`config.mk`:
```
export PLATFORM = sky130hd
export DESIGN_NAME = slot_id_allocator_with_mark
export DESIGN_NICKNAME = d
export VERILOG_FILES = /design/src/hw/rtl/sida_pkg.sv /design/src/hw/rtl/slot_id_allocator_with_mark.sv
export SDC_FILE = /design/constraint.sdc
export NUM_CORES = 1
export LEC_CHECK = 0
export BUFFER_PORTS_ARGS = -buffer_cell sky130_fd_sc_hd__buf_2
export CAP_MARGIN = 5
export CORE_MARGIN = 10
export CORE_UTILIZATION = 30
export CTS_CLUSTER_SIZE = 25
export DETAILED_ROUTE_END_ITERATION = 12
export PLACE_DENSITY = 0.54
export SYNTH_ARGS = -nofsm -noshare
export SYNTH_HDL_FRONTEND = slang
export SYNTH_SLANG_ARGS = --single-unit
```
`constraint.sdc`:
```
create_clock -name clk -period 4.7 [get_ports clk]
set_input_delay 0.705 -clock clk [delete_from_list [all_inputs] [get_ports clk]]
set_output_delay 0.705 -clock clk [all_outputs]
set_load 0.01 [all_outputs]
```
`src/hw/rtl/sida_pkg.sv`:
```
package sida_pkg;

	// default slot count
	localparam int SLOTS_DEF = 64;

	// slots held in one memory row, and the bits that pick a slot in a row
	localparam int ROW_W = 16;
	localparam int ROW_BITS = 4;

	localparam logic [7:0] THRESHOLD_RESET = 8'd20;

	// request kinds
	localparam logic [1:0] REQ_ALLOC   = 2'd0;
	localparam logic [1:0] REQ_PIN     = 2'd1;
	localparam logic [1:0] REQ_COLLECT = 2'd2;
	localparam logic [1:0] REQ_MARK    = 2'd3;

	typedef struct packed {
		logic [1:0] req_type;
		logic [5:0] slot_id;
	} cmd_t;

	typedef struct packed {
		logic [5:0] granted_id;
		logic       granted;
		logic       collect_pending;
		logic [7:0] live_count;
		logic [5:0] last_position;
	} rsp_t;

	// one memory row: pinned bits above free bits
	typedef struct packed {
		logic [ROW_W-1:0] pinned;
		logic [ROW_W-1:0] free;
	} row_t;

endpackage

```
`src/hw/rtl/slot_id_allocator_with_mark.sv`:
```
// channel   | signals                        | transaction
// ----------+--------------------------------+---------------------------------------
// command   | start, busy, cmd               | start high while busy low
// response  | rsp_valid, rsp                 | one-cycle strobe, cannot be held off
// config    | cfg_valid, cfg_ready, cfg_data | cfg_valid and cfg_ready both high
//
// the free and pinned maps live in one synchronous memory, ROW_W slots per row;
// every request is a read-modify-write of rows, one row read per cycle.
// allocate reads rows from the row of the search position on until one holds a
// free slot; when no slot is free it reads every row and the first row again.
// pin and mark read and write back one row; start collection sweeps every row.
// after reset a clearing pass writes every row with busy high;
// configuration writes are taken at any time, cfg_ready is always high.
// the response strobe comes the cycle after the last row step, and a new
// command may be accepted in that same cycle.
module slot_id_allocator_with_mark #(
	parameter int SLOTS = sida_pkg::SLOTS_DEF
) (
	input  logic            clk,
	input  logic            arst_n,
	input  logic            start,
	output logic            busy,
	input  sida_pkg::cmd_t  cmd,
	output logic            rsp_valid,
	output sida_pkg::rsp_t  rsp,
	input  logic            cfg_valid,
	output logic            cfg_ready,
	input  logic [7:0]      cfg_data
);

	localparam int RW    = sida_pkg::ROW_W;
	localparam int BW    = sida_pkg::ROW_BITS;
	localparam int ROWS  = (SLOTS + RW - 1) / RW;
	localparam int RAW   = (ROWS > 1) ? $clog2(ROWS) : 1;
	localparam int SW    = RAW + BW;
	localparam int IDW   = $clog2(SLOTS);
	localparam int STW   = $clog2(ROWS + 1);

	typedef enum logic [2:0] {
		ST_CLEAR,
		ST_IDLE,
		ST_SCAN,
		ST_MODIFY,
		ST_SWEEP
	} state_t;

	state_t state_q;

	// row memory
	sida_pkg::row_t mem [ROWS];
	sida_pkg::row_t rd_data_s1;
	sida_pkg::row_t wr_data;
	logic           wr_en;
	logic [RAW-1:0] rd_addr;

	// row being looked at, and how many rows the scan has read
	logic [RAW-1:0] row_s1;
	logic [RAW-1:0] row_next;
	logic [STW-1:0] step_s1;

	// captured command
	logic [1:0]     req_s1;
	logic [SW-1:0]  id_s1;
	logic           id_ok_s1;

	// scalar state
	logic [IDW-1:0] ss_q;
	logic [IDW-1:0] roots_q;
	logic [IDW-1:0] roots_next;
	logic [7:0]     live_q;
	logic [7:0]     live_inc;
	logic [7:0]     pinned_q;
	logic [7:0]     pinned_inc;
	logic           flag_q;
	logic [7:0]     thr_q;

	// result register
	logic           rsp_valid_q;
	logic [5:0]     gid_q;
	logic           granted_q;

	logic [SW-1:0]  ss_ext;
	logic [SW-1:0]  id_ext;
	logic           id_ok;
	logic [RW-1:0]  valid_mask;
	logic [RW-1:0]  low_mask;
	logic [RW-1:0]  cand;
	logic           hit;
	logic [BW-1:0]  hit_bit;

	assign busy      = (state_q != ST_IDLE);
	assign cfg_ready = 1'b1;
	assign rsp_valid = rsp_valid_q;

	assign rsp.granted_id      = gid_q;
	assign rsp.granted         = granted_q;
	assign rsp.collect_pending = flag_q;
	assign rsp.live_count      = live_q;
	assign rsp.last_position   = 6'(ss_q);

	assign row_next   = (row_s1 == RAW'(ROWS - 1)) ? '0 : row_s1 + 1'b1;
	assign ss_ext     = SW'(ss_q);
	assign id_ext     = SW'(cmd.slot_id);
	assign id_ok      = ({26'd0, cmd.slot_id} < 32'(SLOTS));
	assign live_inc   = (live_q == 8'hFF) ? live_q : live_q + 8'd1;
	assign pinned_inc = (pinned_q == 8'hFF) ? pinned_q : pinned_q + 8'd1;
	assign roots_next = (roots_q == IDW'(SLOTS - 1)) ? '0 : roots_q + 1'b1;

	// slots of the current row that exist; padding slots past the end stay taken
	always_comb begin
		for (int b = 0; b < RW; b++) begin
			valid_mask[b] = (32'({row_s1, BW'(b)}) < 32'(SLOTS));
		end
	end

	// first row of a scan starts at the search position, later rows are whole
	assign low_mask = (step_s1 == '0) ? ({RW{1'b1}} << ss_ext[BW-1:0]) : {RW{1'b1}};
	assign cand     = rd_data_s1.free & low_mask;

	// lowest free slot in the row
	always_comb begin
		hit     = 1'b0;
		hit_bit = '0;
		for (int b = RW - 1; b >= 0; b--) begin
			if (cand[b]) begin
				hit     = 1'b1;
				hit_bit = BW'(b);
			end
		end
	end

	// read address for the next cycle
	always_comb begin
		case (state_q)
			ST_IDLE: begin
				case (cmd.req_type)
					sida_pkg::REQ_ALLOC:   rd_addr = ss_ext[SW-1:BW];
					sida_pkg::REQ_COLLECT: rd_addr = '0;
					default:               rd_addr = id_ext[SW-1:BW];
				endcase
			end
			ST_CLEAR, ST_SCAN, ST_SWEEP: rd_addr = row_next;
			default:                     rd_addr = row_s1;
		endcase
	end

	// row write-back, always to row_s1
	always_comb begin
		wr_en   = 1'b0;
		wr_data = rd_data_s1;
		case (state_q)
			ST_CLEAR: begin
				wr_en          = 1'b1;
				wr_data.pinned = '0;
				wr_data.free   = valid_mask;
			end
			ST_SCAN: begin
				wr_en                 = hit;
				wr_data.free[hit_bit] = 1'b0;
			end
			ST_MODIFY: begin
				wr_en                         = id_ok_s1;
				wr_data.free[id_s1[BW-1:0]]   = 1'b0;
				if (req_s1 == sida_pkg::REQ_PIN) begin
					wr_data.pinned[id_s1[BW-1:0]] = 1'b1;
				end
			end
			ST_SWEEP: begin
				wr_en        = 1'b1;
				wr_data.free = ~rd_data_s1.pinned & valid_mask;
			end
			default: begin
				wr_en = 1'b0;
			end
		endcase
	end

	always_ff @(posedge clk) begin
		if (wr_en) begin
			mem[row_s1] <= wr_data;
		end
		rd_data_s1 <= mem[rd_addr];
	end

	// threshold register
	always_ff @(posedge clk or negedge arst_n) begin
		if (!arst_n) begin
			thr_q <= sida_pkg::THRESHOLD_RESET;
		end else if (cfg_valid && cfg_ready) begin
			thr_q <= cfg_data;
		end
	end

	// control and registered outputs
	always_ff @(posedge clk or negedge arst_n) begin
		if (!arst_n) begin
			state_q     <= ST_CLEAR;
			row_s1      <= '0;
			step_s1     <= '0;
			req_s1      <= sida_pkg::REQ_ALLOC;
			id_s1       <= '0;
			id_ok_s1    <= 1'b0;
			ss_q        <= '0;
			roots_q     <= '0;
			live_q      <= '0;
			pinned_q    <= '0;
			flag_q      <= 1'b0;
			rsp_valid_q <= 1'b0;
			gid_q       <= '0;
			granted_q   <= 1'b0;
		end else begin
			row_s1      <= rd_addr;
			rsp_valid_q <= 1'b0;
			case (state_q)
				ST_CLEAR: begin
					if (row_s1 == RAW'(ROWS - 1)) begin
						state_q <= ST_IDLE;
					end
				end
				ST_IDLE: begin
					step_s1 <= '0;
					if (start) begin
						req_s1   <= cmd.req_type;
						id_s1    <= id_ext;
						id_ok_s1 <= id_ok;
						case (cmd.req_type)
							sida_pkg::REQ_ALLOC:   state_q <= ST_SCAN;
							sida_pkg::REQ_COLLECT: state_q <= ST_SWEEP;
							default:               state_q <= ST_MODIFY;
						endcase
					end
				end
				ST_SCAN: begin
					if (hit) begin
						ss_q        <= IDW'({row_s1, hit_bit});
						gid_q       <= 6'(IDW'({row_s1, hit_bit}));
						granted_q   <= 1'b1;
						live_q      <= live_inc;
						flag_q      <= flag_q | (live_q > thr_q);
						rsp_valid_q <= 1'b1;
						state_q     <= ST_IDLE;
					end else if (step_s1 == STW'(ROWS)) begin
						// out of memory: only the collect request may change
						gid_q       <= '0;
						granted_q   <= 1'b0;
						flag_q      <= flag_q | (live_q > thr_q);
						rsp_valid_q <= 1'b1;
						state_q     <= ST_IDLE;
					end else begin
						step_s1 <= step_s1 + 1'b1;
					end
				end
				ST_MODIFY: begin
					if (id_ok_s1) begin
						live_q <= live_inc;
						if (req_s1 == sida_pkg::REQ_PIN) begin
							pinned_q <= pinned_inc;
						end else begin
							roots_q <= roots_next;
							ss_q    <= roots_next;
						end
					end
					gid_q       <= '0;
					granted_q   <= 1'b0;
					rsp_valid_q <= 1'b1;
					state_q     <= ST_IDLE;
				end
				ST_SWEEP: begin
					if (row_s1 == RAW'(ROWS - 1)) begin
						live_q      <= pinned_q;
						flag_q      <= 1'b0;
						roots_q     <= '0;
						ss_q        <= '0;
						gid_q       <= '0;
						granted_q   <= 1'b0;
						rsp_valid_q <= 1'b1;
						state_q     <= ST_IDLE;
					end
				end
				default: begin
					state_q <= ST_IDLE;
				end
			endcase
		end
	end

endmodule

```
==> load_flow_metrics.sql, run 1 <==
INSERT INTO impl_metrics (metric_group, metric, value, unit) VALUES
('outcome', 'result_of_the_run', 'finished, final reports clean', ''),
('grt', 'grt_ovf', '0', ''),
('setup_path', 'worst-endpoint-required', '4.86', 'ns'),
('logic_synthesis', 'synth.avg_cell_area', '12.2', 'um2'),
('placed_design', 'port_buffers', '43', ''),
('logic_synthesis', 'distinct_cells_synth', '78', ''),
('clock_tree', 'count_of_buffers_added_by_post_cts_timing_repair_for_setup', '0', ''),
('timing', 'final_max_slew_viol_count', '0', ''),
('finish', 'nNetsFinal', '902', ''),
('route', 'detailedRoute.firstPassIterationCount', '5', ''),
('logic_synthesis', 'net_count_after_synthesis', '866', ''),
('logic_synthesis', 'yosys_register_bits', '220', ''),
('die', 'die_width', '204', 'um'),
('finish', 'final_cell_mix', 'sky130_fd_sc_hd__edfxtp_1, sky130_fd_sc_hd__mux2i_1, sky130_fd_sc_hd__nand2_1, sky130_fd_sc_hd__dfrtp_1, sky130_fd_sc_hd__buf_2', ''),
('clock_tree', 'cts_resized', '0', ''),
('logic_synthesis', 'synthXorXnorAreaFrac', '0.00866', ''),
('setup_path', 'critical_path.most_common_cell', 'sky130_fd_sc_hd__o21ai_0', ''),
('logic_synthesis', 'netlist_area', '0.0101', 'mm2'),
('timing', 'final_critical_path_required_period', '3.79', 'ns'),
('setup_path', 'critical_path.slowest_cell', 'sky130_fd_sc_hd__a21boi_1', ''),
('clock_tree', 'path_clk_slew', '0.06', 'ns'),
('timing', 'timing_hold_violations_final', '0', ''),
('placed_design', 'replace_congestion', '0.847', ''),
('placed_design', 'place_hpwl', '17.1', 'mm'),
('placed_design', 'placed_cell_area', '0.0108', 'mm2'),
('die', 'core_region_area', '0.0334', 'mm2'),
('placed_design', 'post-place-cells', '1286', ''),
('clock_tree', 'cts_root_buf', 'sky130_fd_sc_hd__clkbuf_16', ''),
('pwr', 'cellPowerDensity', '761', 'mW/mm2'),
('logic_synthesis', 'synth.area.mux_share', '0.105', ''),
('finish', 'antenna-diode-count', '0', ''),
('finish', 'final_common_cell', 'sky130_fd_sc_hd__edfxtp_1', ''),
('setup_path', 'crit_fanout', '32', ''),
('die', 'chipHeight', '204', 'um'),
('clock_tree', 'tritoncts.num_buffers', '25', ''),
('grt', 'globalRouteTotalUtil', '0.123', ''),
('grt', 'grt_max_degree', '64', ''),
('timing', 'setup_viol_count_final', '0', ''),
('clock_tree', 'tritoncts_clock_tree', 'built', ''),
('logic_synthesis', 'ys_async_sr_fraction', '0.273', ''),
('logic_synthesis', 'synth_top_family_by_area', 'compound AO/OA/AOI/OAI gates', ''),
('timing', 'tns', '0', 'ns'),
('route', 'drt.antenna.violating_nets', '0', ''),
('clock_tree', 'cts_hold_buffers', '0', ''),
('setup_path', 'cp_cell_sequence', 'inv_1 -> ha_1 -> nand3b_4 -> o21ai_0 -> o211ai_2 -> nor4_4 -> o21ai_0 -> a21boi_1 -> nor2b_4', ''),
('timing', 'layout_worst_path_cycle_share', '0.805', ''),
('route', 'dr_total_vias', '6775', ''),
('setup_path', 'worstSetupPathType', 'flip-flop to flip-flop', ''),
('route', 'detailedRoute.firstIterationViolations', '532', ''),
('logic_synthesis', 'synth_top_area_share', '0.380', ''),
('finish', 'syn_to_final_growth', '14.7', '%'),
('logic_synthesis', 'post_synth_fa_ha_maj_area_fraction', '0.0220', ''),
('logic_synthesis', 'yosys-top-cells-area', 'sky130_fd_sc_hd__edfxtp_1, sky130_fd_sc_hd__dfrtp_1, sky130_fd_sc_hd__mux2i_1, sky130_fd_sc_hd__dfxtp_1, sky130_fd_sc_hd__nand2_1', ''),
('grt', 'vias_in_the_first_global_route', '6896', ''),
('job', 'maxCapViolations', '0', ''),
('finish', 'finish.cell_count_without_fillers', '1330', ''),
('worst_hold_path', 'hp-class', 'input pin to asynchronous set/reset pin', ''),
('setup_path', 'critPathCaptureType', 'flip-flop', ''),
('timing', 'fmax', '264', 'MHz'),
('die', 'ios', '45', ''),
('timing', 'actual_slew_at_the_worst_max_slew_pin', '1.13', 'ns'),
('clock_tree', 'cts_htree_levels', '1', ''),
('finish', 'layout.core_utilization', '0.348', ''),
('logic_synthesis', 'seq_area_frac_synth', '0.592', ''),
('logic_synthesis', 'synth_top_cell_by_area', 'sky130_fd_sc_hd__edfxtp_1', ''),
('pwr', 'static-leakage-power', '4.49', 'nW'),
('grt', 'antenna_violations_before_repair', '1', ''),
('route', 'route.detailed.wl_per_inst', '19.3', 'um'),
('route', 'postRouteWirelength', '25.7', 'mm'),
('timing', 'timing.slew.headroom', '0.245', ''),
('route', 'drt_drc_violations_left', '0', '');
==> cells in the mapped netlist, drive strengths merged (5+ instances only) <==
master  count
a21o        5
a21oi      31
a221oi      5
a222oi     12
a22o       17
a41o        9
and2        6
and3        7
buf        22
clkbuf     24
dfrtp      58
dfxtp      32
edfxtp    128
ha         17
inv        32
mux2        8
mux2i      97
nand2      70
nand2b      7
nand3      33
nor2       34
nor2b      15
nor3       10
o211ai      9
o21a        7
o21ai      40
o22ai       6
o31ai       6
or3         6
xnor2       6
==> flip-flops by register name (all words and copies together), names as in the netlist <==
register and count:
mem 128, rd_data_s1 32, live_q 8, pinned_q 8, thr_q 8, gid_q 6
roots_q 6, ss_ext 6, id_s1 4, state_q 3, step_s1 3, req_s1 2
row_s1 2, flag_q 1, granted_q 1, id_ok_s1 1, rsp_valid 1
==> path summary, 6_finish.rpt <==
path                       slack, ns  cells after the start           to        start
min in group clk                0.40                      3     thr_q[4]  cfg_data[4]
max                             0.91                      9   mem[2][18]   step_s1[0]
max in group asynchronous       3.82                      2     gid_q[3]       arst_n
min                             0.36                      2  pinned_q[2]       arst_n
max reg2reg                     0.91                      9   mem[2][18]   step_s1[0]
min reg2reg                     0.47                      1    granted_q    granted_q
==> per-stage QoR <==
step / hold slack [ns] / setup WS (ns) / power [mW]
after floorplan: 0.409 / 1.01 / 5.83
after global placement: 0.458 / 1.07 / 6.99
after detailed placement: 0.461 / 0.945 / 7.02
after CTS: 0.380 / 0.942 / 8.90
after global routing: 0.412 / 0.531 / 9.39
final: 0.361 / 0.915 / 8.83
==> report_power, final <==
part	total (mW)	internal (mW)	switching [mW]
clock	1.84	1.08	0.762
combinational	3.48	1.36	2.12
sequential	3.50	2.96	0.547
total	8.83	5.40	3.43
==> kinds of logic after synthesis <==
group / after synthesis
compound gates: 184
xor+xnor: 10
fa+ha+maj: 18
buf+inv: 79
flops: 220
mux: 105
other cells: 1
simple gates: 212
==> area by class of cell <==
class                   instances  area (um2)  area share
flip-flops and latches        220        5990       0.516
multi-input cells             530        3840       0.331
clock buffers                  28         637      0.0549
well taps                     448         561      0.0483
repair buffers                 55         318      0.0274
clock inverters                16         134      0.0115
inverters                      33         124      0.0107
==> metal layers <==
metal	up-vias	routed length, um	GRT usage
met1	3308	11400	0.162
met5	-	0	0
li1	3199	-	-
met4	0	667	0.0392
met3	46	1470	0.0203
met2	222	12200	0.201
==> critical path, delay by kind of cell (launching register included) <==
family	cells	cell delay [ns]
AOI/OAI and AO/OA	4	1.47
adders and majority gates	1	0.33
buffers and inverters	1	0.07
DFF	1	0.41
and+or+nand+nor	3	1.13
Note: power is estimated with default switching activity, not from simulation.
==> run 2: changes to the inputs <==
- clock period: 4.7 -> 3.6 ns (I/O delays scaled with it)
==> run 2 against run 1 <==
  * Power rose by 33%
  * Core utilization is 0.45 points higher
  * Global-route usage is 0.21 points higher
  * Clock power rose by 34%
  * First-iteration DRC count is 0.94% lower
  * Maximum frequency is 14% higher
  * Combinational power is 36% higher
  * Highest routed layer unchanged
  * Register-to-register slack worse by 0.62 ns
  * Critical endpoint is now mem[1][27]
  * Via count up 2.9%
==> load_flow_metrics.sql, run 2 (synthesis gave the netlist of run 1 again) <==
INSERT INTO impl_metrics (metric_group, metric, value, unit) VALUES
('worst_hold_path', 'hp-class', 'input pin to asynchronous set/reset pin', ''),
('route', 'drt_drc_violations_left', '0', ''),
('timing', 'timing.slew.headroom', '0.259', ''),
('grt', 'vias_in_the_first_global_route', '6873', ''),
('die', 'die_width', '204', 'um'),
('setup_path', 'worstSetupPathType', 'flip-flop to flip-flop', ''),
('finish', 'final_design_area_no_fill', '0.0118', 'mm2'),
('finish', 'syn_to_final_growth', '16.2', '%'),
('timing', 'worst_slack', '0.294', 'ns'),
('placed_design', 'port_buffers', '43', ''),
('setup_path', 'critical_path.startpoint_type', 'flip-flop', ''),
('grt', 'grt_max_degree', '65', ''),
('route', 'route.detailed.wl_per_inst', '19.8', 'um'),
('timing', 'unrepaired_setup_endpoints_after_global_routing', 'no', ''),
('placed_design', 'dpl_worst_slack', '0.212', 'ns'),
('timing', 'actual_slew_at_the_worst_max_slew_pin', '1.11', 'ns'),
('clock_tree', 'cts_root_buf', 'sky130_fd_sc_hd__clkbuf_16', ''),
('setup_path', 'r2r_setup_slack', '0.29', 'ns'),
('route', 'detail_route.vias_per_cell', '5.19', ''),
('die', 'fp.dieArea', '0.0415', 'mm2'),
('route', 'detailedRoute.firstIterationViolations', '527', ''),
('timing', 'final_max_slew_viol_count', '0', ''),
('pwr', 'cellPowerDensity', '1000', 'mW/mm2'),
('die', 'core_region_area', '0.0334', 'mm2'),
('finish', 'reg.largest.list', 'mem: 128 flops, rd_data_s1: 32 flops', ''),
('clock_tree', 'tritoncts_clock_tree', 'built', ''),
('grt', 'grt_ovf', '0', ''),
('grt', 'globalRouteTotalUtil', '0.125', ''),
('job', 'maxCapViolations', '0', ''),
('die', 'std_cell_rows', '67', ''),
('route', 'postRouteWirelength', '26.5', 'mm'),
('finish', 'final_common_cell', 'sky130_fd_sc_hd__edfxtp_1', ''),
('die', 'chipHeight', '204', 'um'),
('clock_tree', 'cts_resized', '0', ''),
('finish', 'antenna-diode-count', '0', ''),
('outcome', 'result_of_the_run', 'finished, final reports clean', ''),
('timing', 'finClkSkew', '0.0163', 'ns'),
('clock_tree', 'worstSkewPairLatency', '0.52', 'ns'),
('clock_tree', 'count_of_buffers_added_by_post_cts_timing_repair_for_setup', '0', ''),
('setup_path', 'worst-endpoint-required', '3.83', 'ns'),
('timing', 'final_critical_path_required_period', '3.31', 'ns'),
('setup_path', 'crit_fanout', '20', ''),
('timing', 'whs', '0.178', 'ns'),
('clock_tree', 'path_clk_slew', '0.06', 'ns'),
('setup_path', 'critPathArrivalTime', '3.53', 'ns'),
('placed_design', 'placed_cell_area', '0.0109', 'mm2'),
('clock_tree', 'tritoncts.num_buffers', '24', ''),
('die', 'floorplan.initialDensity', '0.303', ''),
('placed_design', 'place_hpwl', '17.3', 'mm'),
('finish', 'largest_register', 'mem', ''),
('finish', 'final_cell_mix', 'sky130_fd_sc_hd__edfxtp_1, sky130_fd_sc_hd__mux2i_1, sky130_fd_sc_hd__nand2_1, sky130_fd_sc_hd__dfrtp_1, sky130_fd_sc_hd__buf_2', ''),
('route', 'detailedRoute.firstPassIterationCount', '6', ''),
('finish', 'flip_flop_count_of_the_largest_register_all_copies_and_words_added', '128', ''),
('grt', 'global_route_wire_length_before_repair', '41.0', 'mm'),
('die', 'ios', '45', ''),
('setup_path', 'critPathCaptureType', 'flip-flop', ''),
('clock_tree', 'cts_buffer_depth', '3', ''),
('pwr', 'power.ir.vdd_worst', '0.000553', 'V'),
('clock_tree', 'cts_hold_buffers', '0', ''),
('finish', 'nNetsFinal', '913', ''),
('grt', 'antenna_violations_before_repair', '0', ''),
('setup_path', 'critical_path.reg2reg.startpoint', 'step_s1[0]', ''),
('timing', 'fmax', '302', 'MHz'),
('placed_design', 'replace_congestion', '0.829', ''),
('route', 'dr_total_vias', '6970', ''),
('clock_tree', 'clock_sink_count', '220', ''),
('timing', 'layout_worst_path_cycle_share', '0.918', ''),
('finish', 'fraction_of_final_layout_cells_sized_beyond_drive_strength_1', '0.152', ''),
('clock_tree', 'cts_htree_levels', '1', ''),
('setup_path', 'cp-startpoint', 'step_s1[0]', ''),
('timing', 'setup_viol_count_final', '0', ''),
('route', 'drt.antenna.violating_nets', '0', ''),
('timing', 'timing_hold_violations_final', '0', ''),
('pwr', 'static-leakage-power', '4.57', 'nW');
## run 2: cell type report
| type | instances | area, um2 |
|---|---|---|
| repair buffers | 66 | 425 |
| clock buffers | 33 | 674 |
| fillers | 3319 | 21600 |
| multi-input cells | 531 | 3850 |
| clock inverters | 11 | 125 |
| well taps | 448 | 561 |
| flip-flops and latches | 220 | 5990 |
| inverters | 33 | 124 |
## run 2: final timing paths
path,end,depth (start not counted)
max,mem[1][27],11
min,pinned_q[2],2
max reg2reg,mem[1][27],11
min reg2reg,granted_q,1
max in group asynchronous,gid_q[5],2
min in group clk,thr_q[6],3
## run 2: metrics by stage
step	utilization	power (mW)	TNS (ns)	cells
finish	0.352	11.8	0	1342
global route	0.352	12.5	0	1342
CTS	0.352	11.8	0	1341
detailed placement	0.328	9.30	0	1297
global placement	0.328	9.26	0	1297
floorplan	-	7.61	-11.28	829
## run 2: metal layers
layer,track usage,vias to the layer above,part of all wire
met1,0.167,3472,0.45
met4,0.0333,0,0.020
met5,0,-,0
li1,-,3224,-
met3,0.0201,35,0.055
met2,0.206,239,0.48
## run 2: power by group
part	total (mW)	switching (mW)	internal [mW]
Combinational	4.72	2.84	1.88
Sequential	4.58	0.728	3.85
Clock	2.46	0.998	1.46
## run 2: critical path, cell delays in order (launching register included)
cell and delay [ns]:
sky130_fd_sc_hd__dfrtp_1 0.38, sky130_fd_sc_hd__inv_1 0.06, sky130_fd_sc_hd__ha_1 0.31, sky130_fd_sc_hd__nand2b_1 0.26, sky130_fd_sc_hd__nor2_1 0.15, sky130_fd_sc_hd__o211ai_1 0.43
sky130_fd_sc_hd__nor4_4 0.09, sky130_fd_sc_hd__o21ai_0 0.16, sky130_fd_sc_hd__a21boi_1 0.08, sky130_fd_sc_hd__buf_4 0.20, sky130_fd_sc_hd__nor2b_4 0.59, sky130_fd_sc_hd__buf_4 0.29
